## src/hdl/tecs_pkg.sv

```systemverilog
// ----------------------------------------------------------------------------
// tecs_pkg
// Shared types and constants for the tiny eight-bit processor step core.
// ----------------------------------------------------------------------------
package tecs_pkg;

  // fixed geometry
  localparam int unsigned RegCount    = 4;
  localparam int unsigned DataDepth   = 8;
  localparam int unsigned ProgramSize = 128;  // 1 .. 256

  localparam int unsigned RegAddrW  = $clog2(RegCount);
  localparam int unsigned DataAddrW = $clog2(DataDepth);

  localparam logic [RegAddrW-1:0] AccIdx = '0;  // r0, the accumulator

  // instruction class, bits 7:5
  typedef enum logic [2:0] {
    CLS_XFER  = 3'b000,
    CLS_ARITH = 3'b001,
    CLS_SHIFT = 3'b010,
    CLS_CMP   = 3'b011,
    CLS_PORT  = 3'b100,
    CLS_JZ    = 3'b101,
    CLS_JMP   = 3'b110,
    CLS_NOP   = 3'b111
  } cls_e;

  // data transfer kind, bits 4:3
  typedef enum logic [1:0] {
    XF_LOAD  = 2'b00,
    XF_STORE = 2'b01,
    XF_MOVE  = 2'b10,
    XF_IMM   = 2'b11
  } xfer_e;

  // read addresses from execute to the state block
  typedef struct packed {
    logic [RegAddrW-1:0]  ra;
    logic [RegAddrW-1:0]  rb;
    logic [DataAddrW-1:0] mem;
  } rd_addr_t;

  // current state seen by execute
  typedef struct packed {
    logic [7:0] pc;
    logic       zero;
    logic [7:0] r0;
    logic [7:0] ra;
    logic [7:0] rb;
    logic [7:0] mem;
  } st_view_t;

  // state update from execute
  typedef struct packed {
    logic                 commit;
    logic [7:0]           pc;
    logic                 zero;
    logic                 reg_we;
    logic [RegAddrW-1:0]  reg_waddr;
    logic [7:0]           reg_wdata;
    logic                 mem_we;
    logic [DataAddrW-1:0] mem_waddr;
    logic [7:0]           mem_wdata;
  } wr_t;

  // one result item
  typedef struct packed {
    logic [7:0] next_pc;
    logic       halted;
    logic       zero_flag;
    logic       out_valid;
    logic [2:0] out_port;
    logic [7:0] out_data;
  } res_t;

  // program counter beyond the program
  function automatic logic is_halted(input logic [7:0] pc);
    return {1'b0, pc} >= 9'(ProgramSize);
  endfunction

endpackage

```

## src/hdl/tecs_state.sv

```systemverilog
// ----------------------------------------------------------------------------
// tecs_state
// Architectural state: program counter, zero flag, register file and data
// store, with combinational read ports and one write port each.
// ----------------------------------------------------------------------------
module tecs_state (
  input  logic                clk_i,
  input  logic                rst_ni,
  input  tecs_pkg::rd_addr_t  rd_addr_i,
  input  tecs_pkg::wr_t       wr_i,
  output tecs_pkg::st_view_t  st_o
);

  logic [7:0] pc_q;
  logic       zero_q;
  logic [7:0] regs_q [tecs_pkg::RegCount];
  logic [7:0] dmem_q [tecs_pkg::DataDepth];

  // control state
  always_ff @(posedge clk_i or negedge rst_ni) begin
    if (!rst_ni) begin
      pc_q   <= '0;
      zero_q <= 1'b0;
    end else if (wr_i.commit) begin
      pc_q   <= wr_i.pc;
      zero_q <= wr_i.zero;
    end
  end

  // register file, cleared at reset
  always_ff @(posedge clk_i or negedge rst_ni) begin
    if (!rst_ni) begin
      for (int i = 0; i < tecs_pkg::RegCount; i++) begin
        regs_q[i] <= '0;
      end
    end else if (wr_i.reg_we) begin
      regs_q[wr_i.reg_waddr] <= wr_i.reg_wdata;
    end
  end

  // data store, cleared at reset
  always_ff @(posedge clk_i or negedge rst_ni) begin
    if (!rst_ni) begin
      for (int i = 0; i < tecs_pkg::DataDepth; i++) begin
        dmem_q[i] <= '0;
      end
    end else if (wr_i.mem_we) begin
      dmem_q[wr_i.mem_waddr] <= wr_i.mem_wdata;
    end
  end

  // read ports
  always_comb begin
    st_o.pc   = pc_q;
    st_o.zero = zero_q;
    st_o.r0   = regs_q[tecs_pkg::AccIdx];
    st_o.ra   = regs_q[rd_addr_i.ra];
    st_o.rb   = regs_q[rd_addr_i.rb];
    st_o.mem  = dmem_q[rd_addr_i.mem];
  end

endmodule

```

## src/hdl/tecs_exec.sv

```systemverilog
// ----------------------------------------------------------------------------
// tecs_exec
// Single-pass instruction decode and execute: read addresses, state update
// and the result item for the instruction at the current program counter.
// ----------------------------------------------------------------------------
module tecs_exec (
  input  logic                clk_i,
  input  logic                rst_ni,
  input  logic [7:0]          instr_i,
  input  logic                accept_i,
  input  tecs_pkg::st_view_t  st_i,
  output tecs_pkg::rd_addr_t  rd_addr_o,
  output tecs_pkg::wr_t       wr_o,
  output tecs_pkg::res_t      res_o
);

  tecs_pkg::cls_e  cls;
  tecs_pkg::xfer_e kind;
  logic            halted_now;
  logic [7:0]      new_r0;
  logic [7:0]      alu_res;

  assign cls        = tecs_pkg::cls_e'(instr_i[7:5]);
  assign kind       = tecs_pkg::xfer_e'(instr_i[4:3]);
  assign halted_now = tecs_pkg::is_halted(st_i.pc);

  // read addresses: the move source shares the second port
  always_comb begin
    rd_addr_o.ra  = instr_i[4:3];
    rd_addr_o.rb  = (cls == tecs_pkg::CLS_XFER) ? instr_i[2:1] : instr_i[1:0];
    rd_addr_o.mem = instr_i[2:0];
  end

  // decode and execute
  always_comb begin
    new_r0  = st_i.r0;
    alu_res = instr_i[2] ? (st_i.ra - st_i.rb) : (st_i.ra + st_i.rb);

    wr_o.commit    = accept_i && !halted_now;
    wr_o.pc        = st_i.pc + 8'd1;
    wr_o.zero      = st_i.zero;
    wr_o.reg_we    = 1'b0;
    wr_o.reg_waddr = instr_i[4:3];
    wr_o.reg_wdata = alu_res;
    wr_o.mem_we    = 1'b0;
    wr_o.mem_waddr = instr_i[2:0];
    wr_o.mem_wdata = st_i.r0;

    res_o.out_valid = 1'b0;
    res_o.out_port  = '0;
    res_o.out_data  = '0;

    unique case (cls)
      tecs_pkg::CLS_XFER: begin
        wr_o.reg_waddr = tecs_pkg::AccIdx;
        unique case (kind)
          tecs_pkg::XF_LOAD: begin
            wr_o.reg_we    = 1'b1;
            wr_o.reg_wdata = st_i.mem;
            new_r0         = st_i.mem;
          end
          tecs_pkg::XF_STORE: begin
            wr_o.mem_we = 1'b1;
          end
          tecs_pkg::XF_MOVE: begin
            wr_o.reg_we    = 1'b1;
            wr_o.reg_waddr = instr_i[1:0];
            wr_o.reg_wdata = st_i.rb;
            if (instr_i[1:0] == tecs_pkg::AccIdx) begin
              new_r0 = st_i.rb;
            end
          end
          tecs_pkg::XF_IMM: begin
            wr_o.reg_we    = 1'b1;
            wr_o.reg_wdata = {5'd0, instr_i[2:0]};
            new_r0         = {5'd0, instr_i[2:0]};
          end
          default: ;
        endcase
        wr_o.zero = (new_r0 == 8'd0);
      end
      tecs_pkg::CLS_ARITH: begin
        wr_o.reg_we = 1'b1;
        wr_o.zero   = (alu_res == 8'd0);
      end
      tecs_pkg::CLS_SHIFT: begin
        wr_o.reg_we    = 1'b1;
        wr_o.reg_wdata = instr_i[2] ? {4'd0, st_i.ra[7:4]} : {st_i.ra[3:0], 4'd0};
      end
      tecs_pkg::CLS_CMP: begin
        wr_o.zero = (st_i.ra == st_i.rb);
      end
      tecs_pkg::CLS_PORT: begin
        if (!instr_i[3] && !halted_now) begin
          res_o.out_valid = 1'b1;
          res_o.out_port  = instr_i[2:0];
          res_o.out_data  = st_i.rb;
        end
      end
      tecs_pkg::CLS_JZ: begin
        if (st_i.zero) begin
          wr_o.pc = st_i.rb;
        end
      end
      tecs_pkg::CLS_JMP: begin
        wr_o.pc = st_i.rb;
      end
      tecs_pkg::CLS_NOP: ;
      default: ;
    endcase

    // writes only take effect on a committed step
    wr_o.reg_we = wr_o.reg_we && wr_o.commit;
    wr_o.mem_we = wr_o.mem_we && wr_o.commit;

    res_o.next_pc   = halted_now ? st_i.pc : wr_o.pc;
    res_o.halted    = tecs_pkg::is_halted(res_o.next_pc);
    res_o.zero_flag = halted_now ? st_i.zero : wr_o.zero;
  end

  // a halted core never writes state
  a_no_write_halted: assert property (@(posedge clk_i) disable iff (!rst_ni)
    halted_now |-> !wr_o.commit && !wr_o.reg_we && !wr_o.mem_we)
    else $error("state write while halted");

  // a committed non-jump step advances the counter by one
  a_pc_step: assert property (@(posedge clk_i) disable iff (!rst_ni)
    (wr_o.commit && cls != tecs_pkg::CLS_JZ && cls != tecs_pkg::CLS_JMP)
      |-> wr_o.pc == st_i.pc + 8'd1)
    else $error("program counter did not increment");

endmodule

```

## src/hdl/tecs_out_buf.sv

```systemverilog
// ----------------------------------------------------------------------------
// tecs_out_buf
// Two-entry result buffer: an output register plus a skid entry, so a new
// item is taken while a finished result still waits downstream.
// ----------------------------------------------------------------------------
module tecs_out_buf (
  input  logic            clk_i,
  input  logic            rst_ni,
  input  logic            push_i,
  input  tecs_pkg::res_t  push_data_i,
  output logic            full_o,
  output logic            valid_o,
  input  logic            ready_i,
  output tecs_pkg::res_t  data_o
);

  logic           main_valid_q, main_valid_d;
  logic           skid_valid_q, skid_valid_d;
  tecs_pkg::res_t main_q, main_d;
  tecs_pkg::res_t skid_q, skid_d;
  logic           pop;

  assign pop     = main_valid_q && ready_i;
  assign full_o  = skid_valid_q;
  assign valid_o = main_valid_q;
  assign data_o  = main_q;

  // next state of both entries
  always_comb begin
    main_valid_d = main_valid_q;
    skid_valid_d = skid_valid_q;
    main_d       = main_q;
    skid_d       = skid_q;
    priority if (skid_valid_q) begin
      if (pop) begin
        main_d       = skid_q;
        skid_valid_d = 1'b0;
      end
    end else if (push_i) begin
      if (!main_valid_q || pop) begin
        main_d       = push_data_i;
        main_valid_d = 1'b1;
      end else begin
        skid_d       = push_data_i;
        skid_valid_d = 1'b1;
      end
    end else if (pop) begin
      main_valid_d = 1'b0;
    end
  end

  // valid bits
  always_ff @(posedge clk_i or negedge rst_ni) begin
    if (!rst_ni) begin
      main_valid_q <= 1'b0;
      skid_valid_q <= 1'b0;
    end else begin
      main_valid_q <= main_valid_d;
      skid_valid_q <= skid_valid_d;
    end
  end

  // payload
  always_ff @(posedge clk_i) begin
    main_q <= main_d;
    skid_q <= skid_d;
  end

  // skid entry only fills behind a full output register
  a_skid_behind_main: assert property (@(posedge clk_i) disable iff (!rst_ni)
    skid_valid_q |-> main_valid_q)
    else $error("skid entry valid with empty output register");

  // no push is taken while the skid entry is occupied
  a_no_push_full: assert property (@(posedge clk_i) disable iff (!rst_ni)
    skid_valid_q |-> !push_i)
    else $error("push into full result buffer");

  // a stalled output with a push lands in the skid entry
  a_skid_fill: assert property (@(posedge clk_i) disable iff (!rst_ni)
    (push_i && main_valid_q && !ready_i) |=> skid_valid_q)
    else $error("result lost on stalled output");

endmodule

```

## src/hdl/tiny_eight_bit_cpu_step_core.sv

```systemverilog
// ----------------------------------------------------------------------------
// tiny_eight_bit_cpu_step_core
// Results are registered in the result buffer. Throughput: one item per cycle
// while the buffer has room; decode and execute is a single pass from the
// state registers into the two-entry result buffer.
// Input stalls only when both result buffer entries are occupied.
// Reset clears counter, zero flag, register file, data store and buffer.
// ----------------------------------------------------------------------------
module tiny_eight_bit_cpu_step_core (
  input  logic       clk_i,
  input  logic       rst_ni,
  input  logic       in_valid_i,
  output logic       in_ready_o,
  input  logic [7:0] instr_i,
  output logic       res_valid_o,
  input  logic       res_ready_i,
  output logic [7:0] next_pc_o,
  output logic       halted_o,
  output logic       zero_flag_o,
  output logic       out_valid_o,
  output logic [2:0] out_port_o,
  output logic [7:0] out_data_o
);

  tecs_pkg::rd_addr_t rd_addr;
  tecs_pkg::st_view_t st_view;
  tecs_pkg::wr_t      wr;
  tecs_pkg::res_t     exec_res;
  tecs_pkg::res_t     res;
  logic               buf_full;
  logic               accept;

  assign in_ready_o = !buf_full;
  assign accept     = in_valid_i && in_ready_o;

  // architectural state
  tecs_state u_state (
    .clk_i     (clk_i),
    .rst_ni    (rst_ni),
    .rd_addr_i (rd_addr),
    .wr_i      (wr),
    .st_o      (st_view)
  );

  // decode and execute
  tecs_exec u_exec (
    .clk_i     (clk_i),
    .rst_ni    (rst_ni),
    .instr_i   (instr_i),
    .accept_i  (accept),
    .st_i      (st_view),
    .rd_addr_o (rd_addr),
    .wr_o      (wr),
    .res_o     (exec_res)
  );

  // result buffer
  tecs_out_buf u_out_buf (
    .clk_i       (clk_i),
    .rst_ni      (rst_ni),
    .push_i      (accept),
    .push_data_i (exec_res),
    .full_o      (buf_full),
    .valid_o     (res_valid_o),
    .ready_i     (res_ready_i),
    .data_o      (res)
  );

  assign next_pc_o   = res.next_pc;
  assign halted_o    = res.halted;
  assign zero_flag_o = res.zero_flag;
  assign out_valid_o = res.out_valid;
  assign out_port_o  = res.out_port;
  assign out_data_o  = res.out_data;

  // a port field is only nonzero on a port output result
  a_port_quiet: assert property (@(posedge clk_i) disable iff (!rst_ni)
    (res_valid_o && !out_valid_o) |-> (out_port_o == 3'd0 && out_data_o == 8'd0))
    else $error("port fields set without port output");

  // an item accepted while halted leaves the counter alone
  a_halt_holds_pc: assert property (@(posedge clk_i) disable iff (!rst_ni)
    (accept && tecs_pkg::is_halted(st_view.pc)) |=> $stable(st_view.pc))
    else $error("program counter moved while halted");

  // the halted flag of the result tracks its counter
  a_halt_flag: assert property (@(posedge clk_i) disable iff (!rst_ni)
    res_valid_o |-> (halted_o == tecs_pkg::is_halted(next_pc_o)))
    else $error("halted flag inconsistent with next counter");

endmodule
```

## config.mk

```make
export PLATFORM = sky130hd
export DESIGN_NAME = tiny_eight_bit_cpu_step_core
export DESIGN_NICKNAME = d
export VERILOG_FILES = /design/src/hdl/tecs_pkg.sv /design/src/hdl/tecs_state.sv /design/src/hdl/tecs_exec.sv /design/src/hdl/tecs_out_buf.sv /design/src/hdl/tiny_eight_bit_cpu_step_core.sv
export SDC_FILE = /design/constraint.sdc
export NUM_CORES = 1
export LEC_CHECK = 0
export BUFFER_PORTS_ARGS = -buffer_cell sky130_fd_sc_hd__buf_2
export CAP_MARGIN = 10
export CORE_UTILIZATION = 50
export CTS_CLUSTER_SIZE = 16
export DETAILED_ROUTE_END_ITERATION = 8
export PLACE_DENSITY = 0.67
export SLEW_MARGIN = 20
export SYNTH_ARGS = -nofsm -noshare
export SYNTH_HDL_FRONTEND = slang
export SYNTH_SLANG_ARGS = --single-unit
```

## constraint.sdc

```tcl
create_clock -name clk_i -period 8.2 [get_ports clk_i]
set_input_delay 2.46 -clock clk_i [delete_from_list [all_inputs] [get_ports clk_i]]
set_output_delay 2.46 -clock clk_i [all_outputs]
set_load 0.005 [all_outputs]
```

==> results.ini <==
[status]
outcome=complete, no violations

[clocking]
clockBufferDepth=2
cts_tree=done
post_cts_buffers=0
clk_latency_ns=0.43
root_buffer=clkbuf_16
clock_sinks=151
post_cts_resized=0
cts_hold_buf=0
numCtsBuffers=17
clkTransAtPathRegs_ns=0.07
htree_levels=4

[logic_synthesis]
synthesis.area_um2=8603
synth.distinct_cells=77
postSynthAreaPerCell_um2=11.44
synth_flop_cell=dfrtp_1
synth_edf_count=44
synthCells=752
syn_nets=783
synth-seq-cells=151
async_reset_ff_share_pct=70.86
yosysWarningCount=0
seq_area_frac_synth_pct=46.48

[global_route]
overflow=0
grt_pass1_wl_mm=34.62
grt_pass1_vias=6050
antenna_found_initial=0
grt_max_degree=61
grt.total_usage_pct=25.54

[power_and_ir_drop]
p_per_area_nw_per_um2=325.3
p_leak_nw=4.119
ir_worst_vdd_mv=0.1824

[die]
coreArea_um2=16700
start_util_pct=51.51
die_h_um=133.2
dieArea_um2=17740
die_x_um=133.2
fp-row-count=47
ios=36

[final_layout]
synthToLayoutAreaGrowth_pct=10.50
nets=798
drive_gt1_share_pct=30.26
instances_no_fill=1000
nFillCells=1391
num_antenna_cells=0

[detailed_routing]
vias_per_cell=6.176
vias=6176
post_drt_wl_per_cell_um=21.55
dr_wl_met2_mm=10.18
routed_wl_mm=21.55
drt_iter0_drc=388
route.detailed.drc=0
antenna_left=0
highest_layer=met4
first_pass_iters=7
wl_met3_mm=1.211
m1WireLength_mm=9.864

[placed_design]
gp_congestion=0.9410
hpwl_mm=14.98
dp_cells=968
portBuffers=35

[critical_path]
start_kind=primary input
crit_buf_inv=3
cp-end-kind=register
cp.required_ns=8.46
crit_type=primary input to register
critPathMaxStageDelay_ns=0.50
cp_data_arrival_time_ns=6.59
slowest_stage=buf_2
crit_chain=buf_2, buf_4, mux2_2, o22ai_1, a221o_1, inv_1, ha_1, fa_1, a21o_1, a21oi_1, o22a_1, nand3_1, a22oi_1, o211ai_1, a31oi_1
critical_path.max_fanout=29
critPathTopFamily=compound AO/OA/AOI/OAI gates

[sta]
maxSlewViolCount=0
period_needed_ns=6.330
tns_ns=0
hold_viol_final=0
setup_viol=0
worst_clock_skew_ns=0.01018
maxSlewHeadroom_pct=37.73
holdWs_ns=0.5048
rsz0062_at_grt=no
period_share_pct=77.20
fmaxAchievable_mhz=158.0
worst_slew_pin_slew_ns=0.9341

[flow_run]
drv_cap=0

[hold_path]
min_path_type=register to register

==> cells in the final DEF (no fill, tap or decap), drive strengths merged, types with 15 or more instances in the layout <==
cell / count
a31oi: 15
o21ai: 35
clkbuf: 17
nor2: 54
edfxtp: 44
buf: 43
mux2i: 32
nand3: 16
mux2: 121
a21oi: 28
ha: 17
dfrtp: 107
inv: 32
nand2: 56
==> area by class of cell <==
class                   count  area, um^2  share of cell area [%]
clock buffers              17       425.4                   4.475
clock inverters            15       181.4                   1.908
inverters                  25       93.84                  0.9871
multi-input cells         529        4287                   45.09
flip-flops and latches    151        3999                   42.06
well taps                 220       275.3                   2.895
repair buffers             43       245.2                   2.580
==> worst register-to-register path, delay by kind of cell, from the launching register on <==
kind / cells / cell delay (ns)
buf+inv: 1 / 0.58
flops: 1 / 0.73
mux: 1 / 0.42
simple gates: 4 / 2.14
==> state kept, by name, indices dropped and copies added (netlist names) <==
signal / flops
u_out_buf.data_o: 22
u_out_buf.full_o: 1
u_out_buf.skid_q: 22
u_out_buf.valid_o: 1
u_state.dmem_q: 64
u_state.pc_q: 8
u_state.regs_q: 24
u_state.st_o: 8
u_state.zero_q: 1
==> where the power goes <==
group	leakage, nW	switching (mW)	internal [mW]
clock network	0.298	0.343	0.461
registers	1.85	0.212	0.982
logic	1.97	0.618	0.477
total	4.12	1.17	1.92
==> metal layers <==
| layer | track usage [%] | up-vias |
|---|---|---|
| li1 | - | 2844 |
| met1 | 36.37 | 3089 |
| met5 | 0 | - |
| met3 | 3.881 | 23 |
| met2 | 40.46 | 220 |
| met4 | 7.702 | 0 |
==> cell families after synthesis <==
| family | count (synthesis) | synth area share (%) |
|---|---|---|
| fa+ha+maj | 19 | 2.938 |
| flops | 151 | 46.48 |
| compound gates | 153 | 12.58 |
| mux | 166 | 22.96 |
| simple gates | 187 | 10.73 |
| buf+inv | 72 | 3.810 |
| xor+xnor | 4 | 0.4946 |
==> final timing paths <==
| kind | from | slack, ns | end | depth (start not counted) |
|---|---|---|---|---|
| hold reg to reg | u_state.dmem_q[14] | 0.50 | u_state.dmem_q[14] | 1 |
| max in group asynchronous | rst_ni | 4.95 | u_state.pc_q[4] | 2 |
| setup / recovery | instr_i[2] | 1.87 | u_out_buf.data_o[12] | 15 |
| min in group asynchronous | rst_ni | 2.03 | u_state.dmem_q[2] | 1 |
| hold / removal | u_state.dmem_q[14] | 0.50 | u_state.dmem_q[14] | 1 |
| setup reg to reg | u_out_buf.full_o | 4.21 | u_state.dmem_q[54] | 6 |
==> stage by stage <==
stage	setup WS [ns]	area, um^2	power, mW	util (%)
final	1.870	9507	3.092	56.92
after global routing	1.627	9507	3.265	56.92
after CTS	1.935	9507	3.089	56.92
after detailed placement	1.502	8900	2.279	53.29
after global placement	1.544	8885	2.241	53.20
after floorplan	2.724	8603	1.911	-
==> synth_stat cells (11+ instances only) <==
cell type  count  area (um^2)
inv_1         23        86.33
dfrtp_1      107         2678
buf_2         13        65.06
o21ai_0       32        160.2
clkbuf_1      24        90.09
nor2b_1       11        68.82
nand2_1       56        210.2
a31oi_1       14        87.58
edfxtp_1      44         1321
ha_1          17        212.7
nand3_1       16        80.08
mux2i_1       32        320.3
a21oi_1       27        135.1
o31ai_1       12        90.09
mux2_2       121         1363
nor2_1        50        187.7
mux4_2        13        292.8
No activity file was read; power rests on OpenSTA's default activity.
